### src/hdl/psn_pkg.sv
`timescale 1ns / 1ps
`default_nettype none

package psn_pkg;

	// Field widths
	localparam int unsigned PPS_W   = 8;
	localparam int unsigned LEN_W   = 6;
	localparam int unsigned BYTE_W  = 8;
	localparam int unsigned WORD_W  = 32;
	localparam int unsigned ETU_W   = 13;
	localparam int unsigned PROTO_W = 2;
	localparam int unsigned KIND_W  = 3;
	localparam int unsigned FVAL_W  = 13;
	localparam int unsigned DVAL_W  = 8;
	localparam int unsigned MAG_W   = 12;
	localparam int unsigned DMAG_W  = 7;

	// Stream payload widths
	localparam int unsigned S_TDATA_W = 88;
	localparam int unsigned S_TUSER_W = 1;
	localparam int unsigned M_TDATA_W = 56;
	localparam int unsigned M_TUSER_W = 3;

	// Protocol values
	localparam logic [PROTO_W-1:0] PROTO_NOT_SET = 2'd2;
	localparam logic [BYTE_W-1:0]  PPSS_BYTE     = 8'hFF;
	localparam logic [3:0]         PPS0_HIGH     = 4'h1;
	localparam logic [PPS_W-1:0]   PPS1_DEFAULT  = 8'h11;
	localparam logic [3:0]         D_CODE_ONE    = 4'd1;

	// Operation selector on the input stream
	localparam logic OP_START    = 1'b0;
	localparam logic OP_RESPONSE = 1'b1;

	typedef enum logic [KIND_W-1:0] {
		KIND_SEND       = 3'd0,
		KIND_NEGOTIATED = 3'd1,
		KIND_DONE       = 3'd2,
		KIND_FAILED     = 3'd3,
		KIND_UNEXPECTED = 3'd4
	} kind_t;

	typedef enum logic [1:0] {
		ST_IDLE,
		ST_EVAL,
		ST_DIV,
		ST_OUT
	} psn_state_t;

	typedef struct packed {
		logic load_in;
		logic eval;
		logic div_start;
		logic out_load;
	} psn_cmd_t;

	typedef struct packed {
		logic need_div;
		logic div_busy;
		logic out_free;
	} psn_sts_t;

	// Clock rate conversion factor F per code; reserved codes give -1
	function automatic logic signed [FVAL_W-1:0] f_value(input logic [3:0] code);
		logic signed [FVAL_W-1:0] v;
		unique case (code)
			4'd0, 4'd1: v = 13'sd372;
			4'd2:       v = 13'sd558;
			4'd3:       v = 13'sd744;
			4'd4:       v = 13'sd1116;
			4'd5:       v = 13'sd1488;
			4'd6:       v = 13'sd1860;
			4'd9:       v = 13'sd512;
			4'd10:      v = 13'sd768;
			4'd11:      v = 13'sd1024;
			4'd12:      v = 13'sd1536;
			4'd13:      v = 13'sd2048;
			default:    v = -13'sd1;
		endcase
		return v;
	endfunction

	// Baud rate adjustment factor D per code; reserved codes give -1
	function automatic logic signed [DVAL_W-1:0] d_value(input logic [3:0] code);
		logic signed [DVAL_W-1:0] v;
		unique case (code)
			4'd1:    v = 8'sd1;
			4'd2:    v = 8'sd2;
			4'd3:    v = 8'sd4;
			4'd4:    v = 8'sd8;
			4'd5:    v = 8'sd16;
			4'd6:    v = 8'sd32;
			4'd7:    v = 8'sd64;
			4'd8:    v = 8'sd12;
			4'd9:    v = 8'sd20;
			default: v = -8'sd1;
		endcase
		return v;
	endfunction

	// Code of the next smaller D; code 1 when none is smaller or code is reserved
	function automatic logic [3:0] smaller_d(input logic [3:0] code);
		logic [3:0] v;
		unique case (code)
			4'd3:    v = 4'd2;
			4'd4:    v = 4'd3;
			4'd8:    v = 4'd4;
			4'd5:    v = 4'd8;
			4'd9:    v = 4'd5;
			4'd6:    v = 4'd9;
			4'd7:    v = 4'd6;
			default: v = 4'd1;
		endcase
		return v;
	endfunction

	// PPSS, PPS0, PPS1 and the XOR check byte, first byte high
	function automatic logic [WORD_W-1:0] build_request(input logic [3:0] t,
		input logic [PPS_W-1:0] pps1);
		logic [BYTE_W-1:0] b1;
		logic [BYTE_W-1:0] pck;
		b1  = {PPS0_HIGH, t};
		pck = PPSS_BYTE ^ b1 ^ pps1;
		return {PPSS_BYTE, b1, pps1, pck};
	endfunction

endpackage

`default_nettype wire

### src/hdl/psn_div.sv
`timescale 1ns / 1ps
`default_nettype none

module psn_div (
	input  wire logic                                 clk,
	input  wire logic                                 arst_n,
	input  wire logic                                 start,
	input  wire logic signed [psn_pkg::FVAL_W-1:0]    dividend,
	input  wire logic signed [psn_pkg::DVAL_W-1:0]    divisor,
	output logic                                      busy,
	output logic signed [psn_pkg::ETU_W-1:0]          quotient
);
	import psn_pkg::*;

	localparam int unsigned CNT_W = $clog2(MAG_W);

	logic                busy_q;
	logic [CNT_W-1:0]    cnt_q;
	logic [MAG_W-1:0]    dvd_q;
	logic [DMAG_W-1:0]   dvs_q;
	logic [DMAG_W-1:0]   rem_q;
	logic                neg_q;

	logic [FVAL_W-1:0]   f_abs;
	logic [DVAL_W-1:0]   d_abs;
	logic [DMAG_W:0]     rem_sh;
	logic                fits;
	logic [DMAG_W:0]     rem_sub;

	// Take magnitudes of the operands
	always_comb begin
		f_abs = dividend[FVAL_W-1] ? (~dividend + 1'b1) : dividend;
		d_abs = divisor[DVAL_W-1] ? (~divisor + 1'b1) : divisor;
	end

	// One restoring step: shift in a dividend bit, subtract when it fits
	always_comb begin
		rem_sh  = {rem_q, dvd_q[MAG_W-1]};
		fits    = rem_sh >= {1'b0, dvs_q};
		rem_sub = rem_sh - {1'b0, dvs_q};
	end

	// Sequence control
	always_ff @(posedge clk or negedge arst_n) begin
		if (!arst_n) begin
			busy_q <= 1'b0;
			cnt_q  <= '0;
		end else if (start) begin
			busy_q <= 1'b1;
			cnt_q  <= '0;
		end else if (busy_q) begin
			cnt_q <= cnt_q + 1'b1;
			if (cnt_q == CNT_W'(MAG_W - 1)) begin
				busy_q <= 1'b0;
			end
		end
	end

	// Operand and partial remainder registers
	always_ff @(posedge clk) begin
		if (start) begin
			dvd_q <= f_abs[MAG_W-1:0];
			dvs_q <= d_abs[DMAG_W-1:0];
			rem_q <= '0;
			neg_q <= dividend[FVAL_W-1] ^ divisor[DVAL_W-1];
		end else if (busy_q) begin
			dvd_q <= {dvd_q[MAG_W-2:0], fits};
			rem_q <= fits ? rem_sub[DMAG_W-1:0] : rem_sh[DMAG_W-1:0];
		end
	end

	// Apply the sign; truncation toward zero follows from dividing magnitudes
	assign quotient = neg_q ? -$signed({1'b0, dvd_q}) : $signed({1'b0, dvd_q});
	assign busy     = busy_q;

endmodule

`default_nettype wire

### src/hdl/psn_dp.sv
`timescale 1ns / 1ps
`default_nettype none

module psn_dp (
	input  wire logic                                 clk,
	input  wire logic                                 arst_n,
	input  wire psn_pkg::psn_cmd_t                    cmd,
	output psn_pkg::psn_sts_t                         sts,
	input  wire logic [psn_pkg::S_TDATA_W-1:0]        in_data,
	input  wire logic [psn_pkg::S_TUSER_W-1:0]        in_user,
	output logic                                      out_valid,
	input  wire logic                                 out_ready,
	output logic [psn_pkg::M_TDATA_W-1:0]             out_data,
	output logic [psn_pkg::M_TUSER_W-1:0]             out_user
);
	import psn_pkg::*;

	// Latched input item
	logic                op_q;
	logic [PPS_W-1:0]    req_q;
	logic                link_q;
	logic [LEN_W-1:0]    alen_q;
	logic [BYTE_W-1:0]   t0_q;
	logic [BYTE_W-1:0]   ta1_q;
	logic [BYTE_W-1:0]   third_q;
	logic [BYTE_W-1:0]   fourth_q;
	logic [BYTE_W-1:0]   fifth_q;
	logic [WORD_W-1:0]   resp_q;

	// Negotiation state
	logic                await_q;
	logic [PPS_W-1:0]    orig_q;
	logic [PPS_W-1:0]    cur_q;
	logic [3:0]          ptype_q;
	logic [WORD_W-1:0]   sent_q;

	// Pending result
	kind_t               res_kind_q;
	logic [WORD_W-1:0]   res_word_q;
	logic [PPS_W-1:0]    res_pps1_q;
	logic [PROTO_W-1:0]  res_proto_q;
	logic                res_div_q;

	// Output register
	logic                out_full_q;
	kind_t               out_kind_q;
	logic [WORD_W-1:0]   out_word_q;
	logic [PPS_W-1:0]    out_pps1_q;
	logic [ETU_W-1:0]    out_etu_q;
	logic [PROTO_W-1:0]  out_proto_q;

	// Evaluation results
	kind_t               e_kind;
	logic [WORD_W-1:0]   e_word;
	logic [PPS_W-1:0]    e_pps1;
	logic [PROTO_W-1:0]  e_proto;
	logic                e_div;
	logic                await_d;
	logic                wr_start;
	logic                wr_retry;
	logic [PPS_W-1:0]    merged;
	logic [3:0]          t_sel;
	logic [PPS_W-1:0]    retry_pps1;
	logic                div_busy;
	logic signed [ETU_W-1:0] div_quot;

	// Capture an accepted input transaction
	always_ff @(posedge clk) begin
		if (cmd.load_in) begin
			op_q     <= in_user[0];
			req_q    <= in_data[7:0];
			link_q   <= in_data[8];
			alen_q   <= in_data[14:9];
			t0_q     <= in_data[22:15];
			ta1_q    <= in_data[30:23];
			third_q  <= in_data[38:31];
			fourth_q <= in_data[46:39];
			fifth_q  <= in_data[54:47];
			resp_q   <= in_data[86:55];
		end
	end

	// Decide the result and the state update for the latched item
	always_comb begin
		logic [3:0]  fr;
		logic [3:0]  dr;
		logic [3:0]  fi;
		logic [3:0]  di;
		logic [3:0]  fn;
		logic [3:0]  dn;
		logic        nego;
		logic [2:0]  idx;
		logic [BYTE_W-1:0] td1;

		fr   = req_q[7:4];
		dr   = req_q[3:0];
		fi   = ta1_q[7:4];
		di   = ta1_q[3:0];
		fn   = (f_value(fr) > f_value(fi)) ? fi : fr;
		dn   = (d_value(dr) > d_value(di)) ? di : dr;
		nego = t0_q[4] && (alen_q >= LEN_W'(2));
		idx  = 3'd2 + {2'b0, t0_q[4]} + {2'b0, t0_q[5]} + {2'b0, t0_q[6]};
		unique case (idx)
			3'd2:    td1 = ta1_q;
			3'd3:    td1 = third_q;
			3'd4:    td1 = fourth_q;
			default: td1 = fifth_q;
		endcase
		merged = nego ? {fn, dn} : PPS1_DEFAULT;
		t_sel  = 4'd0;
		if (t0_q[7]) begin
			if (!td1[4]) begin
				t_sel = td1[3:0];
			end else begin
				nego = 1'b0;
			end
		end
		retry_pps1 = {cur_q[7:4], smaller_d(cur_q[3:0])};

		e_kind   = KIND_FAILED;
		e_word   = '0;
		e_pps1   = '0;
		e_proto  = PROTO_NOT_SET;
		e_div    = 1'b0;
		await_d  = 1'b0;
		wr_start = 1'b0;
		wr_retry = 1'b0;

		if (op_q == OP_START) begin
			if (!link_q) begin
				e_kind = KIND_FAILED;
			end else if (req_q == '0) begin
				e_kind = KIND_DONE;
			end else if (nego) begin
				e_kind   = KIND_SEND;
				e_word   = build_request(t_sel, merged);
				await_d  = 1'b1;
				wr_start = 1'b1;
			end else begin
				e_kind = KIND_DONE;
				e_pps1 = merged;
			end
		end else begin
			if (!await_q) begin
				e_kind  = KIND_UNEXPECTED;
				await_d = await_q;
			end else if (!link_q) begin
				e_kind = KIND_FAILED;
			end else if (resp_q == sent_q) begin
				e_kind  = KIND_NEGOTIATED;
				e_pps1  = cur_q;
				e_proto = (ptype_q <= 4'd1) ? ptype_q[PROTO_W-1:0] : PROTO_NOT_SET;
				e_div   = 1'b1;
			end else if (cur_q[3:0] == D_CODE_ONE) begin
				e_kind = KIND_DONE;
				e_pps1 = orig_q;
			end else begin
				e_kind   = KIND_SEND;
				e_word   = build_request(ptype_q, retry_pps1);
				await_d  = 1'b1;
				wr_retry = 1'b1;
			end
		end
	end

	// Commit the negotiation state
	always_ff @(posedge clk or negedge arst_n) begin
		if (!arst_n) begin
			await_q <= 1'b0;
			orig_q  <= '0;
			cur_q   <= '0;
			ptype_q <= '0;
			sent_q  <= '0;
		end else if (cmd.eval) begin
			await_q <= await_d;
			if (wr_start) begin
				orig_q  <= req_q;
				cur_q   <= merged;
				ptype_q <= t_sel;
				sent_q  <= e_word;
			end else if (wr_retry) begin
				cur_q  <= retry_pps1;
				sent_q <= e_word;
			end
		end
	end

	// Hold the pending result while the divider runs
	always_ff @(posedge clk) begin
		if (cmd.eval) begin
			res_kind_q  <= e_kind;
			res_word_q  <= e_word;
			res_pps1_q  <= e_pps1;
			res_proto_q <= e_proto;
			res_div_q   <= e_div;
		end
	end

	// ETU = F / D of the current PPS1
	psn_div u_div (
		.clk      (clk),
		.arst_n   (arst_n),
		.start    (cmd.div_start),
		.dividend (f_value(cur_q[7:4])),
		.divisor  (d_value(cur_q[3:0])),
		.busy     (div_busy),
		.quotient (div_quot)
	);

	// Output register valid flag
	always_ff @(posedge clk or negedge arst_n) begin
		if (!arst_n) begin
			out_full_q <= 1'b0;
		end else if (cmd.out_load) begin
			out_full_q <= 1'b1;
		end else if (out_ready) begin
			out_full_q <= 1'b0;
		end
	end

	// Output register payload
	always_ff @(posedge clk) begin
		if (cmd.out_load) begin
			out_kind_q  <= res_kind_q;
			out_word_q  <= res_word_q;
			out_pps1_q  <= res_pps1_q;
			out_etu_q   <= res_div_q ? div_quot : '0;
			out_proto_q <= res_proto_q;
		end
	end

	assign out_valid = out_full_q;
	assign out_data  = {1'b0, out_proto_q, out_etu_q, out_pps1_q, out_word_q};
	assign out_user  = out_kind_q;

	assign sts.need_div = e_div;
	assign sts.div_busy = div_busy;
	assign sts.out_free = !out_full_q || out_ready;

endmodule

`default_nettype wire

### src/hdl/psn_ctrl.sv
`timescale 1ns / 1ps
`default_nettype none

module psn_ctrl (
	input  wire logic                  clk,
	input  wire logic                  arst_n,
	input  wire logic                  in_valid,
	output logic                       in_ready,
	input  wire psn_pkg::psn_sts_t     sts,
	output psn_pkg::psn_cmd_t          cmd
);
	import psn_pkg::*;

	psn_state_t state_q;
	psn_state_t state_d;

	// State register
	always_ff @(posedge clk or negedge arst_n) begin
		if (!arst_n) begin
			state_q <= ST_IDLE;
		end else begin
			state_q <= state_d;
		end
	end

	// Next state
	always_comb begin
		state_d = state_q;
		unique case (state_q)
			ST_IDLE: begin
				if (in_valid) state_d = ST_EVAL;
			end
			ST_EVAL: begin
				state_d = sts.need_div ? ST_DIV : ST_OUT;
			end
			ST_DIV: begin
				if (!sts.div_busy) state_d = ST_OUT;
			end
			ST_OUT: begin
				if (sts.out_free) state_d = ST_IDLE;
			end
			default: state_d = ST_IDLE;
		endcase
	end

	// Commands to the datapath
	always_comb begin
		cmd      = '0;
		in_ready = 1'b0;
		unique case (state_q)
			ST_IDLE: begin
				in_ready    = 1'b1;
				cmd.load_in = in_valid;
			end
			ST_EVAL: begin
				cmd.eval      = 1'b1;
				cmd.div_start = sts.need_div;
			end
			ST_DIV: begin
			end
			ST_OUT: begin
				cmd.out_load = sts.out_free;
			end
			default: begin
			end
		endcase
	end

endmodule

`default_nettype wire

### src/hdl/pps_speed_negotiator.sv
// Result path: the input transaction is latched, evaluated and then loaded into the
//   output register; a negotiated ETU first runs a 12-step shift-subtract divider.
// Flow: one item at a time; the next is accepted once the result is loaded. A stalled
//   output delays the next item only when the output register is still full.
// Reset: arst_n clears the negotiation state, the controller and the output valid.
`timescale 1ns / 1ps
`default_nettype none

module pps_speed_negotiator (
	input  wire logic                              clk,
	input  wire logic                              arst_n,
	input  wire logic                              s_tvalid,
	output logic                                   s_tready,
	// requested_pps1, link_ok, atr_len, atr_format, atr_second, atr_third,
	// atr_fourth, atr_fifth, response_word, zero pad
	input  wire logic [psn_pkg::S_TDATA_W-1:0]     s_tdata,
	// op
	input  wire logic [psn_pkg::S_TUSER_W-1:0]     s_tuser,
	output logic                                   m_tvalid,
	input  wire logic                              m_tready,
	// request_word, reported_pps1, etu, protocol, zero pad
	output logic [psn_pkg::M_TDATA_W-1:0]          m_tdata,
	// kind
	output logic [psn_pkg::M_TUSER_W-1:0]          m_tuser
);
	import psn_pkg::*;

	psn_cmd_t cmd;
	psn_sts_t sts;

	psn_ctrl u_ctrl (
		.clk      (clk),
		.arst_n   (arst_n),
		.in_valid (s_tvalid),
		.in_ready (s_tready),
		.sts      (sts),
		.cmd      (cmd)
	);

	psn_dp u_dp (
		.clk       (clk),
		.arst_n    (arst_n),
		.cmd       (cmd),
		.sts       (sts),
		.in_data   (s_tdata),
		.in_user   (s_tuser),
		.out_valid (m_tvalid),
		.out_ready (m_tready),
		.out_data  (m_tdata),
		.out_user  (m_tuser)
	);

	// One item in flight: no new transaction right after an accepted one
	a_one_item: assert property (@(posedge clk) disable iff (!arst_n)
		(s_tvalid && s_tready) |=> !s_tready)
		else $error("input accepted while an item is in flight");

	// Divider is never restarted mid-division
	a_div_start: assert property (@(posedge clk) disable iff (!arst_n)
		cmd.div_start |-> !sts.div_busy)
		else $error("divider started while busy");

	// A result never overwrites one that has not been taken
	a_out_load: assert property (@(posedge clk) disable iff (!arst_n)
		(m_tvalid && !m_tready) |-> !cmd.out_load)
		else $error("output register overwritten");

	// Loading a result always shows it on the next cycle
	a_out_show: assert property (@(posedge clk) disable iff (!arst_n)
		cmd.out_load |=> m_tvalid)
		else $error("loaded result not presented");

endmodule

`default_nettype wire
### config.mk
export PLATFORM = sky130hd
export DESIGN_NAME = pps_speed_negotiator
export DESIGN_NICKNAME = d
export VERILOG_FILES = /design/src/hdl/psn_pkg.sv /design/src/hdl/psn_div.sv /design/src/hdl/psn_dp.sv /design/src/hdl/psn_ctrl.sv /design/src/hdl/pps_speed_negotiator.sv
export SDC_FILE = /design/constraint.sdc
export NUM_CORES = 1
export LEC_CHECK = 0
export BUFFER_PORTS_ARGS = -buffer_cell sky130_fd_sc_hd__buf_2
export CAP_MARGIN = 15
export CORE_UTILIZATION = 53
export CTS_CLUSTER_DIAMETER = 30
export DETAILED_ROUTE_END_ITERATION = 8
export PLACE_DENSITY_LB_ADDON = 0.2
export SLEW_MARGIN = 20
export SYNTH_ARGS = -nofsm -noshare
export SYNTH_HDL_FRONTEND = slang
export SYNTH_SLANG_ARGS = --single-unit
### constraint.sdc
create_clock -name clk -period 3.15 [get_ports clk]
set_clock_uncertainty 0.1 [all_clocks]
set_input_delay 0 -clock clk [delete_from_list [all_inputs] [get_ports clk]]
set_output_delay 0 -clock clk [all_outputs]
set_load 0.1 [all_outputs]
; ---- After elaboration in Yosys (flattened, before gate mapping)
; Memories as Yosys holds them, arrays and structs flattened. A register that Yosys moved wholly into a read port is not among the register bits.
; Cells that the tools add are included.
; W data, S select, Z words.
[totals]
register_bits = 271
latchBits = 0
ramBits = 0
rom_bits = 1008
inputBits = 93
output_inout_bits = 61
mem_count = 6
[memory_table]
columns = memory, depth, width, read_ports, rd_ports_with_merged_regs, write_ports, line_no
row1 = (name not given), 16, 13, 1, 0, 0, psn_pkg.sv:67  ; unique case (code)
row2 = (name not given), 16, 13, 1, 1, 0, psn_pkg.sv:67
row3 = (name not given), 16, 13, 1, 1, 0, psn_pkg.sv:67
row4 = (name not given), 16, 8, 1, 0, 0, psn_pkg.sv:87  ; unique case (code)
row5 = (name not given), 16, 8, 1, 1, 0, psn_pkg.sv:87
row6 = (name not given), 16, 8, 1, 1, 0, psn_pkg.sv:87
[classes]
n_addsub = 8
multipliers = 0
div = 0
order_cmp = 5
eq_ne = 19
shift = 0
n_mux = 77
bitwise = 7
reduce_logical = 13
[ops]
columns = op, n
row1 = $mux W32, 10
row2 = $mux W8, 10
row3 = $mux W12, 4
row4 = $mux W4, 11
row5 = $eq A32 B32 Y1, 1
row6 = $pmux W4 S7, 1
row7 = $mux W1, 25
row8 = $mux W3, 6
row9 = $eq A4 B3 Y1 const B, 4
row10 = $not A5 Y8, 2
row11 = $xor A8 B8 Y8, 2
row12 = $pmux W5 S3, 1
row13 = $mux W7, 2
row14 = $gt A13 B13 Y1, 1
row15 = $neg A12 Y13, 1
row16 = $add A12 B1 Y12 const B, 1
row17 = $eq A4 B4 Y1 const B, 3
row18 = $mux W2, 6
row19 = $not A12 Y12, 1
row20 = $ge A8 B7 Y1, 1
row21 = $gt A8 B8 Y1, 1
row22 = $logic_not A8 Y1, 1
row23 = $pmux W2 S4, 1
row24 = $add A7 B1 Y7 const B, 1
row25 = other kinds (24), 32

; ---- Longest topological paths before layout
; Gate-level depths: netlist of the first run.
[depth]
ltp_word = 15
ltp_mapped = 11
mapped_depth_nobuf = 10

; ---- Modules after synthesis
; Synthesis of the first run repeated with hierarchy kept, for this count alone.
[hier_totals]
cells_unflattened = 1132
hier_area_um2 = 13176.4
[by_module_without_submodules]
columns = mod, instances, cells_each, area_each_um2, seq_area_each_um2
row1 = psn_dp, 1, 858, 10598.9, 6476.2
row2 = psn_div, 1, 253, 2362.3, 865.8
row3 = psn_ctrl, 1, 21, 215.2, 50.0

; ---- Worst setup path before layout of the first run
; No wires, ideal clock.
[synth_path]
path_type = reg-to-reg
from = register u_ctrl.state_q[0]
to = register u_dp.alen_q[1], enable pin
setup_time_ns = 0.428
arrival_time_ns = 3.381
path_slack_ns = -0.759
path_stages_with_launch = 6
synth_period_minus_slack_ns = 3.909
path_cell_list = dfrtp_1 -> inv_1 -> ha_1 -> nand2_1 -> buf_2 -> inv_1
[synth_rtl]
columns = item, line_no
row1 = start: declaration, psn_ctrl.sv:14  ; psn_state_t state_q;
row2 = start signal: assignment, psn_ctrl.sv:22  ; state_q <= state_d;
row3 = end signal: assignment, psn_dp.sv:73  ; alen_q <= in_data[14:9];
row4 = end: declaration, psn_dp.sv:22  ; logic [LEN_W-1:0] alen_q;

; ---- Worst setup path after layout of the first run
[layout_path]
from = register u_dp.t0_q[4]
to = register u_dp.sent_q[16]
[layout_via]
elab_chain_len = 13
word_cells_on_any_way = 24
cone_classes = add/sub: 3 / eq/ne: 3 / mux: 15 / reduce/logical: 3
[layout_lines]
columns = item, line_no
row1 = start: declaration, psn_dp.sv:23  ; logic [BYTE_W-1:0] t0_q;
row2 = start signal: assignment, psn_dp.sv:74  ; t0_q <= in_data[22:15];
row3 = $add A2 B1 Y3, psn_dp.sv:102  ; idx = 3'd2 + {2'b0, t0_q[4]} + {2'b0, t0_q[5]} + {2'b0, t0_q[6]};
row4 = $add A3 B1 Y3 (2 in a row), psn_dp.sv:102
row5 = $eq A3 B3 Y1 / $eq A3 B2 Y1 (equally long branches), psn_dp.sv:103  ; unique case (idx)
row6 = $pmux W5 S3, psn_dp.sv:103
row7 = $mux W4 / $mux W1 (equally long branches), psn_dp.sv:112  ; if (!td1[4]) begin
row8 = $mux W4 / $mux W1 (equally long branches), psn_dp.sv:111  ; if (t0_q[7]) begin
row9 = $mux W32 / $mux W1 (equally long branches), psn_dp.sv:134  ; end else if (nego) begin
row10 = $mux W32 / $mux W1 (equally long branches), psn_dp.sv:132  ; end else if (req_q == '0) begin
row11 = $mux W32 / $mux W1 (equally long branches), psn_dp.sv:130  ; if (!link_q) begin
row12 = $mux W32 / $mux W1 (equally long branches), psn_dp.sv:129  ; if (op_q == OP_START) begin
row13 = $mux W32 / $reduce_bool A2 Y1 (equally long branches), -
row14 = $mux W32 / $reduce_and A2 Y1 (equally long branches), -
row15 = end signal: assignment, psn_dp.sv:180  ; sent_q <= e_word;
row16 = end signal: assignment, psn_dp.sv:183  ; sent_q <= e_word;
row17 = end: declaration, psn_dp.sv:35  ; logic [WORD_W-1:0] sent_q;
; Parallel ways exist; a longest one is shown, timed or not. The select of a mux whose other input is x is not followed.
; A chain may end at the register's enable or synchronous reset.

==> flow_summary_export.csv, run 1 <==
group,metric,value,unit
die,rows,56,
synth,ys_types,74,
synth,ys_seq_area_share,57.33,%
cts,cts_buffer_depth,3,
cells_and_area,final_nets,1494,
run,drv_cap,0,
worst_setup_path,rr_worst_depth,8,
cells_and_area,final_util,69.99,%
cells_and_area,mostFrequentLayoutCell,"edfxtp_1",
placed_design,place_hpwl,19540,um
global_routing,grt.overflow.total,0,
sta,min_period,2954,ps
pwr,p_per_area,1055,mW/mm^2
worst_setup_path,arrival,3280,ps
cts,path_clk_slew,60,ps
pwr,leakagePower,0.007012,uW
synth,synth_area_per_cell,11.94,sq um
worst_setup_path,crit_type,"flop to flop",
drt,vias,9402,
sta,max_freq,338.5,MHz
cts,hold_buffers,79,
worst_setup_path,critPathMaxFanout,15,
cts,ctsResizeCount,0,
global_routing,grt_max_degree,41,
drt,vias_per_cell,5.560,
synth,synth-edff-count,174,
drt,firstDrtPassIters,5,
worst_setup_path,startpoint,"u_dp.t0_q[4]",
hold_path,holdCritStartpoint,"s_tdata[81]",
hold_path,hold_class,"input pin to flop",
drt,routedWlPerCell,17.62,um
cts,post-cts-setup-buffers,0,
die,die_h,158.0,um
die,fp.dieW,158.0,um
sta,finalSetupViolCount,0,
cts,cts_buffers,52,
sta,drv_slew,0,
synth,synthCells,1080,
synth,ys_warn_count,0,
synth,synthesis.area,0.01289,sq mm
worst_setup_path,crit_required,3480,ps
synth,async_flop_share,18.15,%
global_routing,grt_antenna_before_repair,0,
drt,drt_iter0_markers,666,
cells_and_area,drive_gt1_share,22.81,%
sta,setup_tns,0,ps
sta,tightest_slew,993.3,ps
status,status,"complete, no violations",
global_routing,grt_pass1_vias,9162,
worst_setup_path,rrSetupSlack,200,ps
drt,drc_errors,0,
worst_setup_path,reg2reg_from,"u_dp.t0_q[4]",
sta,rsz0062_at_grt,"false",
cells_and_area,fin_area,0.01658,sq mm
die,fp.coreArea,0.02368,sq mm
drt,drtAntennaViolNets,0,
cts,root_buffer,"clkbuf_16",
sta,min_period_over_period,93.79,%
die,ios,154,
worst_setup_path,rr_endpoint,"u_dp.sent_q[16]",
cts,cts_sinks,270,
placed_design,io_buffers,134,
die,dieArea,0.02496,sq mm
sta,hold_viol,0,
hold_path,holdPathEnd,"u_dp.resp_q[26]",
cells_and_area,final_cell_mix,"174 x edfxtp_1, 134 x buf_2, 79 x dlygate4sd3_1",
global_routing,track_usage,24.65,%
die,start_util,54.44,%
cts,cts_tree,"built",
pwr,ir_drop,0.8204,mV
cts,clkLatencyLatePin,560,ps
hold_path,min_path_cells,2,
synth,ys.flop_type,"edfxtp_1",
cells_and_area,n_antenna_cell,0,
cts,htree_levels,2,
cells_and_area,synthToLayoutAreaGrowth,28.56,%
placed_design,placed_area,0.01394,sq mm
worst_setup_path,cp-start-kind,"flop",
sta,slew_headroom,33.56,%
drt,routed_wl,29800,um
synth,ys_ff_latch,270,
worst_setup_path,cp-end-kind,"flop",
global_routing,grt_pass1_wl,47130,um
placed_design,gp_congestion,0.8839,
## cell usage after synthesis, types with 12 or more instances
cell type,count,area [sq um]
dfxtp_1,47,940.9
ha_1,70,875.8
dfrtp_1,49,1226
nor2_1,72,270.3
xnor2_1,38,332.8
mux2i_1,27,270.3
clkbuf_1,21,78.83
edfxtp_1,174,5225
mux2_2,23,259.0
a21oi_1,50,250.2
xor2_1,15,131.4
nand2_1,76,285.3
o21ai_0,39,195.2
buf_4,17,127.6
a21o_1,16,120.1
buf_2,12,60.06
and3_1,13,81.33
and2_1,14,87.58
inv_1,69,259.0
nand3_1,25,125.1
a221o_1,12,120.1
nor3_1,22,110.1
nand4_1,13,81.33
## report_power, final
group          total, uW  switching [uW]  leakage, uW  internal, uW
clock network       5720            1960     0.000893          3760
logic               6050            4150      0.00349          1900
registers           5710             694      0.00263          5020
## critical path: stages, from the launching register on
cell and delay, ps:
edfxtp_1 370, inv_1 80, fa_1 700, mux4_2 390
nand2_2 130, nand3b_4 220, nor2_8 300, nor2_2 200
a221o_1 330
## cells by family after synthesis
family,count (synthesis),synth area share (%)
other cells,1,0.02908
compound gates,222,11.69
buf+inv,124,4.454
simple gates,283,10.81
flops,270,57.33
xor+xnor,53,3.600
fa+ha+maj,72,7.103
mux,55,4.978
## metal layers
metal	global-route usage (%)	up-vias	wire (um)
met3	4.708	65	1972
met4	10.03	0	885
li1	-	4457	-
met2	41.20	369	14440
met1	31.54	4511	12500
met5	0	-	0
## how the worst max path moves through the flow
stage | endpoint | cells past startpoint
after floorplan | u_dp.alen_q[1] | 5
after global placement | u_dp.sent_q[3] | 8
after detailed placement | u_dp.sent_q[16] | 8
after CTS | u_dp.sent_q[16] | 8
after global routing | u_dp.sent_q[18] | 8
final | u_dp.sent_q[16] | 8
## layout make-up
cell class              count  area, sq um
flip-flops and latches    270         7392
well taps                 319        399.1
multi-input cells         689         4945
clock inverters            40        485.5
clock buffers              57         1363
fillers                  1701         7107
inverters                  69        262.8
repair buffers            247         1729
## per-stage QoR
| stage | setup WS, ps | hold WS (ps) | total power (uW) | instances |
|---|---|---|---|---|
| finish | 195.8 | 49.82 | 17480 | 1691 |
| global route | 113.7 | 52.77 | 18300 | 1691 |
| CTS | 247.5 | 34.58 | 17470 | 1691 |
| detailed placement | 269.4 | -84.25 | 11620 | 1515 |
| global placement | 315.4 | -84.11 | 11520 | 1515 |
| floorplan | 187.5 | -395.6 | 10250 | 1083 |
Power figures use the tool's default switching activity.
==> run 2: changes to the inputs <==
Settings changed: PLACE_DENSITY_LB_ADDON 0.2 to 0.1.
==> flow_summary_export.csv, run 2 (synthesis results as in run 1) <==
group,metric,value,unit
status,status,"complete, no violations",
sta,fin_ws,244.2,ps
drt,drc_errors,0,
sta,max_freq,344.1,MHz
sta,tightest_slew,711.9,ps
sta,min_period,2906,ps
pwr,total_power,17980,uW
drt,vias,9173,
cells_and_area,synthToLayoutAreaGrowth,30.32,%
die,fp.coreArea,0.02368,sq mm
cts,cts_tree,"built",
pwr,p_per_area,1070,mW/mm^2
cells_and_area,final_nets,1500,
global_routing,track_usage,24.32,%
worst_setup_path,cp-end-kind,"flop",
global_routing,grt_max_degree,46,
pwr,leakagePower,0.007130,uW
die,start_util,54.44,%
placed_design,io_buffers,134,
sta,drv_slew,0,
drt,drtAntennaViolNets,0,
worst_setup_path,arrival,3250,ps
worst_setup_path,path_delay_family,"compound AO/OA/AOI/OAI gates",
cts,htree_levels,2,
cts,ctsResizeCount,0,
cts,clkLatencyLatePin,560,ps
die,fp.dieW,158.0,um
hold_path,hold_class,"input pin to flop",
sta,rsz0062_at_grt,"false",
placed_design,pre_cts_slack,333.8,ps
drt,drt_iter0_markers,678,
cells_and_area,mostFrequentLayoutCell,"edfxtp_1",
cells_and_area,drive_gt1_share,23.24,%
drt,vias_per_cell,5.393,
worst_setup_path,critPathMaxFanout,10,
worst_setup_path,slowest_delay,520,ps
drt,firstDrtPassIters,5,
cells_and_area,final_cell_mix,"174 x edfxtp_1, 134 x buf_2, 78 x dlygate4sd3_1",
cts,path_clk_slew,50,ps
die,dieArea,0.02496,sq mm
run,drv_cap,0,
sta,setup_tns,0,ps
drt,routedWlPerCell,17.13,um
die,die_h,158.0,um
cts,cts_buffer_depth,3,
worst_setup_path,cp-start-kind,"flop",
global_routing,grt_pass1_vias,9101,
placed_design,gp_congestion,0.8875,
placed_design,place_hpwl,19520,um
pwr,ir_drop,0.7550,mV
cts,cts_sinks,270,
drt,routed_wl,29150,um
worst_setup_path,crit_required,3490,ps
worst_setup_path,path_cells,"inv_1, ha_1, nand2_1, nand3_1, a21oi_1, nor2_2, buf_4, a221o_1",
worst_setup_path,crit_buf_inv,2,
worst_setup_path,cp_slowest_cell,"a21oi_1",
global_routing,grt_pass1_wl,46420,um
cts,post-cts-setup-buffers,0,
sta,slew_headroom,52.26,%
global_routing,grt_antenna_before_repair,1,
sta,finalSetupViolCount,0,
cts,root_buffer,"clkbuf_16",
cts,cts_buffers,54,
global_routing,grt.overflow.total,0,
sta,hold_viol,0,
die,ios,154,
die,rows,56,
sta,min_period_over_period,92.25,%
worst_setup_path,crit_type,"flop to flop",
## run 2: changes by cell type in the layout (fill, tap and decap cells not counted), sizes merged
| cell | before | now |
|---|---|---|
| clkbuf | 57 | 65 |
| clkinv | 16 | 10 |
| buf | 168 | 173 |
| bufinv | 7 | 12 |
| inv | 80 | 78 |
| diode | 0 | 1 |
| dlygate4sd3 | 79 | 78 |
## run 2: routing by layer
layer	GRT usage (%)	share of wire [%]
met2	40.05	47
met3	4.708	6.3
met5	0	0
met4	8.196	2.3
met1	32.26	44
## run 2: area by class of cell
cell class	count	area (sq um)
diodes	1	2.502
flip-flops and latches	270	7392
well taps	319	399.1
repair buffers	251	1782
inverters	69	262.8
clock buffers	65	1476
multi-input cells	689	4945
clock inverters	37	544.3
fillers	1705	6879
## run 2: power breakdown
part	total (uW)	internal [uW]	leakage (uW)	switching [uW]
Combinational	6060	1930	0.00352	4130
Sequential	5710	5020	0.00263	686
Clock	6210	4340	0.000984	1880
## run 2: timing repair
action | CTS | global route
endpoints found under the setup margin | 0 | 0
hold buffers | 79 | 0
hold endpoints to repair | 152 | 0
## run 2: worst paths after layout
path                                    startpoint                 end  slack, ps  cells after the start
max in group asynchronous                   arst_n       u_dp.cur_q[5]       2180                      4
min in group asynchronous                   arst_n      u_dp.sent_q[8]        450                      4
worst min register to register  u_dp.res_word_q[1]  u_dp.out_word_q[1]        310                      0
worst max register to register       u_dp.cur_q[1]     u_dp.sent_q[18]        240                      8
worst min-delay path                   s_tdata[62]      u_dp.resp_q[7]         50                      2
worst max-delay path                 u_dp.cur_q[1]     u_dp.sent_q[18]        240                      8
## run 2: metrics by stage
stage	area, sq um	hold WS (ps)	util (%)	std cells
after CTS	16800	32.88	70.94	1700
after detailed placement	13980	-1.671	59.03	1519
final	16800	48.41	70.95	1701
after global routing	16800	43.79	70.95	1701
after floorplan	12910	-395.6	-	1083
after global placement	13980	3.469	59.03	1519
==> run 3: changes to the inputs <==
Settings changed: ABC_AREA from default to 1, CAP_MARGIN 15 to default.
==> flow_summary_export.csv, run 3 <==
group,metric,value,unit
drt,drt_iter0_markers,636,
worst_setup_path,crit_required,3460,ps
global_routing,track_usage,24.71,%
cells_and_area,n_antenna_cell,0,
synth,synth_area_per_cell,9.648,sq um
sta,drv_slew,0,
cts,cts_sinks,270,
synth,ys_seq_area_share,57.73,%
synth,synth_common_cells,"332 x nand2_1, 190 x inv_1, 174 x edfxtp_1",
drt,firstDrtPassIters,5,
global_routing,grt_max_degree,75,
sta,max_freq,356.5,MHz
synth,async_flop_share,18.15,%
cells_and_area,drive_gt1_share,16.82,%
drt,routed_wl,29160,um
cts,htree_levels,2,
global_routing,grt_pass1_vias,9530,
cells_and_area,fillers,1749,
drt,routedWlPerCell,15.01,um
pwr,ir_drop,0.6574,mV
global_routing,grt_pass1_wl,47630,um
placed_design,io_buffers,134,
worst_setup_path,cp-start-kind,"flop",
die,dieArea,0.02478,sq mm
synth,yosys.area.top_type_share,40.81,%
worst_setup_path,crit_type,"flop to flop",
die,start_util,54.22,%
die,die_h,157.4,um
cts,cts_tree,"built",
pwr,leakagePower,0.007486,uW
worst_setup_path,cp-end-kind,"flop",
placed_design,place_hpwl,19360,um
die,rows,56,
die,fp.dieW,157.4,um
pwr,p_per_area,1018,mW/mm^2
status,status,"complete, no violations",
cts,post-cts-setup-buffers,0,
worst_setup_path,arrival,3110,ps
cells_and_area,mostFrequentLayoutCell,"nand2_1",
synth,synthCells,1327,
cts,cts_buffer_depth,3,
sta,min_period_over_period,89.04,%
synth,synthesis.area,0.01280,sq mm
synth,ys_types,47,
cts,root_buffer,"clkbuf_16",
synth,synth_area_leader_cell,"edfxtp_1",
placed_design,gp_congestion,0.8830,
synth,ys_warn_count,0,
cts,hold_buffers,78,
cts,cts_buffers,53,
hold_path,hold_class,"input pin to asynchronous set/reset pin",
global_routing,grt_antenna_before_repair,0,
cts,path_clk_slew,50,ps
cts,clkLatencyLatePin,550,ps
synth,ys.flop_type,"edfxtp_1",
die,fp.coreArea,0.02361,sq mm
cells_and_area,final_util,70.04,%
sta,tightest_slew,966.9,ps
sta,min_period,2805,ps
synth,ys_ff_latch,270,
sta,finalSetupViolCount,0,
sta,hold_viol,0,
cells_and_area,final_nets,1743,
cells_and_area,final_cell_mix,"331 x nand2_1, 186 x inv_1, 174 x edfxtp_1",
drt,vias,9783,
cts,ctsResizeCount,0,
synth,yosysMostFrequentCell,"nand2_1",
sta,slew_headroom,35.33,%
worst_setup_path,rrSetupSlack,350,ps
synth,ys_top_cells_by_area,"edfxtp_1 41%, nand2_1 9.7%, dfrtp_1 9.6%",
global_routing,grt.overflow.total,0,
drt,drc_errors,0,
run,drv_cap,0,
sta,rsz0062_at_grt,"false",
synth,synth-edff-count,174,
drt,vias_per_cell,5.038,
die,ios,154,
cells_and_area,synthToLayoutAreaGrowth,29.17,%
worst_setup_path,critPathMaxFanout,22,
drt,drtAntennaViolNets,0,
sta,setup_tns,0,ps
[run 3: changes by cell type after synthesis, moves of 23 or more]
cell / before / now
nand2_1: 76 / 332
inv_1: 69 / 190
o21ai_0: 39 / 112
nand3_1: 25 / 62
xnor2_1: 38 / 7
mux2i_1: 27 / 0
mux2_2: 23 / 0
[run 3: cell families (layout without fill, tap and decap cells)]
kind of cell	Yosys count	in the layout	share of synthesized area, %
AND/OR/NAND/NOR	521	521	17.18
other	1	4	0.02929
AO/OA/AOI/OAI	209	209	8.854
flip-flops	270	270	57.73
XOR/XNOR	24	24	1.642
buffers and inverters	230	523	7.407
adder cells (fa/ha/maj)	72	72	7.153
[run 3: path summary, 6_finish.rpt]
kind,from,cells after the start,endpoint
setup / recovery,u_dp.t0_q[4],14,u_dp.cur_q[7]
hold / removal,arst_n,3,u_dp.sent_q[6]
setup reg to reg,u_dp.t0_q[4],14,u_dp.cur_q[7]
hold reg to reg,u_dp.res_word_q[7],0,u_dp.out_word_q[7]
max in group asynchronous,arst_n,3,u_dp.orig_q[0]
min in group clk,s_tdata[31],2,u_dp.third_q[0]
[run 3: metrics by stage]
stage,cells,cell area [sq um],hold WS [ps],setup slack [ps],total power (uW)
finish,1942,16540,23.07,345.2,16840
global route,1942,16540,58.94,15.40,17800
CTS,1942,16540,27.96,347.3,16880
detailed placement,1764,13860,-105.8,401.1,10920
global placement,1764,13860,-109.2,435.7,10790
floorplan,1330,12870,-395.6,-189.2,9784
[run 3: layer usage]
metal / share of wire (%) / vias to the layer above / global-route usage, % / wire, um
li1: - / 4933 / - / -
met1: 44 / 4495 / 32.81 / 12970
met2: 48 / 296 / 40.75 / 13900
met3: 5.2 / 59 / 4.378 / 1517
met4: 2.6 / 0 / 8.645 / 764
met5: 0 / - / 0 / 0
[run 3: area by class of cell]
| type | instances | area, sq um | share of cell area, % |
|---|---|---|---|
| sequential | 270 | 7392 | 44.70 |
| multi-input combinational | 830 | 4531 | 27.39 |
| clock buffer | 70 | 1525 | 9.222 |
| inverter | 193 | 730.7 | 4.418 |
| timing repair buffer | 230 | 1587 | 9.593 |
| clock inverter | 30 | 374.1 | 2.262 |
| tap | 319 | 399.1 | 2.413 |
[run 3: where the power goes]
group	internal (uW)	total [uW]	switching [uW]	leakage [uW]
clock	4040	5850	1810	0.000921
combinational	1340	5600	4260	0.00391
sequential	4970	5400	425	0.00266
[run 3: critical path, cell delays in order (launching register included)]
cell and delay, ps:
edfxtp_1 340, inv_1 60, fa_1 540, nor2_2 200, inv_1 50, or2_1 230, nand3_2 100, nand2_2 70
nor2_4 110, inv_4 80, nor2_2 350, inv_1 90, buf_4 220, nand2_1 70, o21ai_0 80
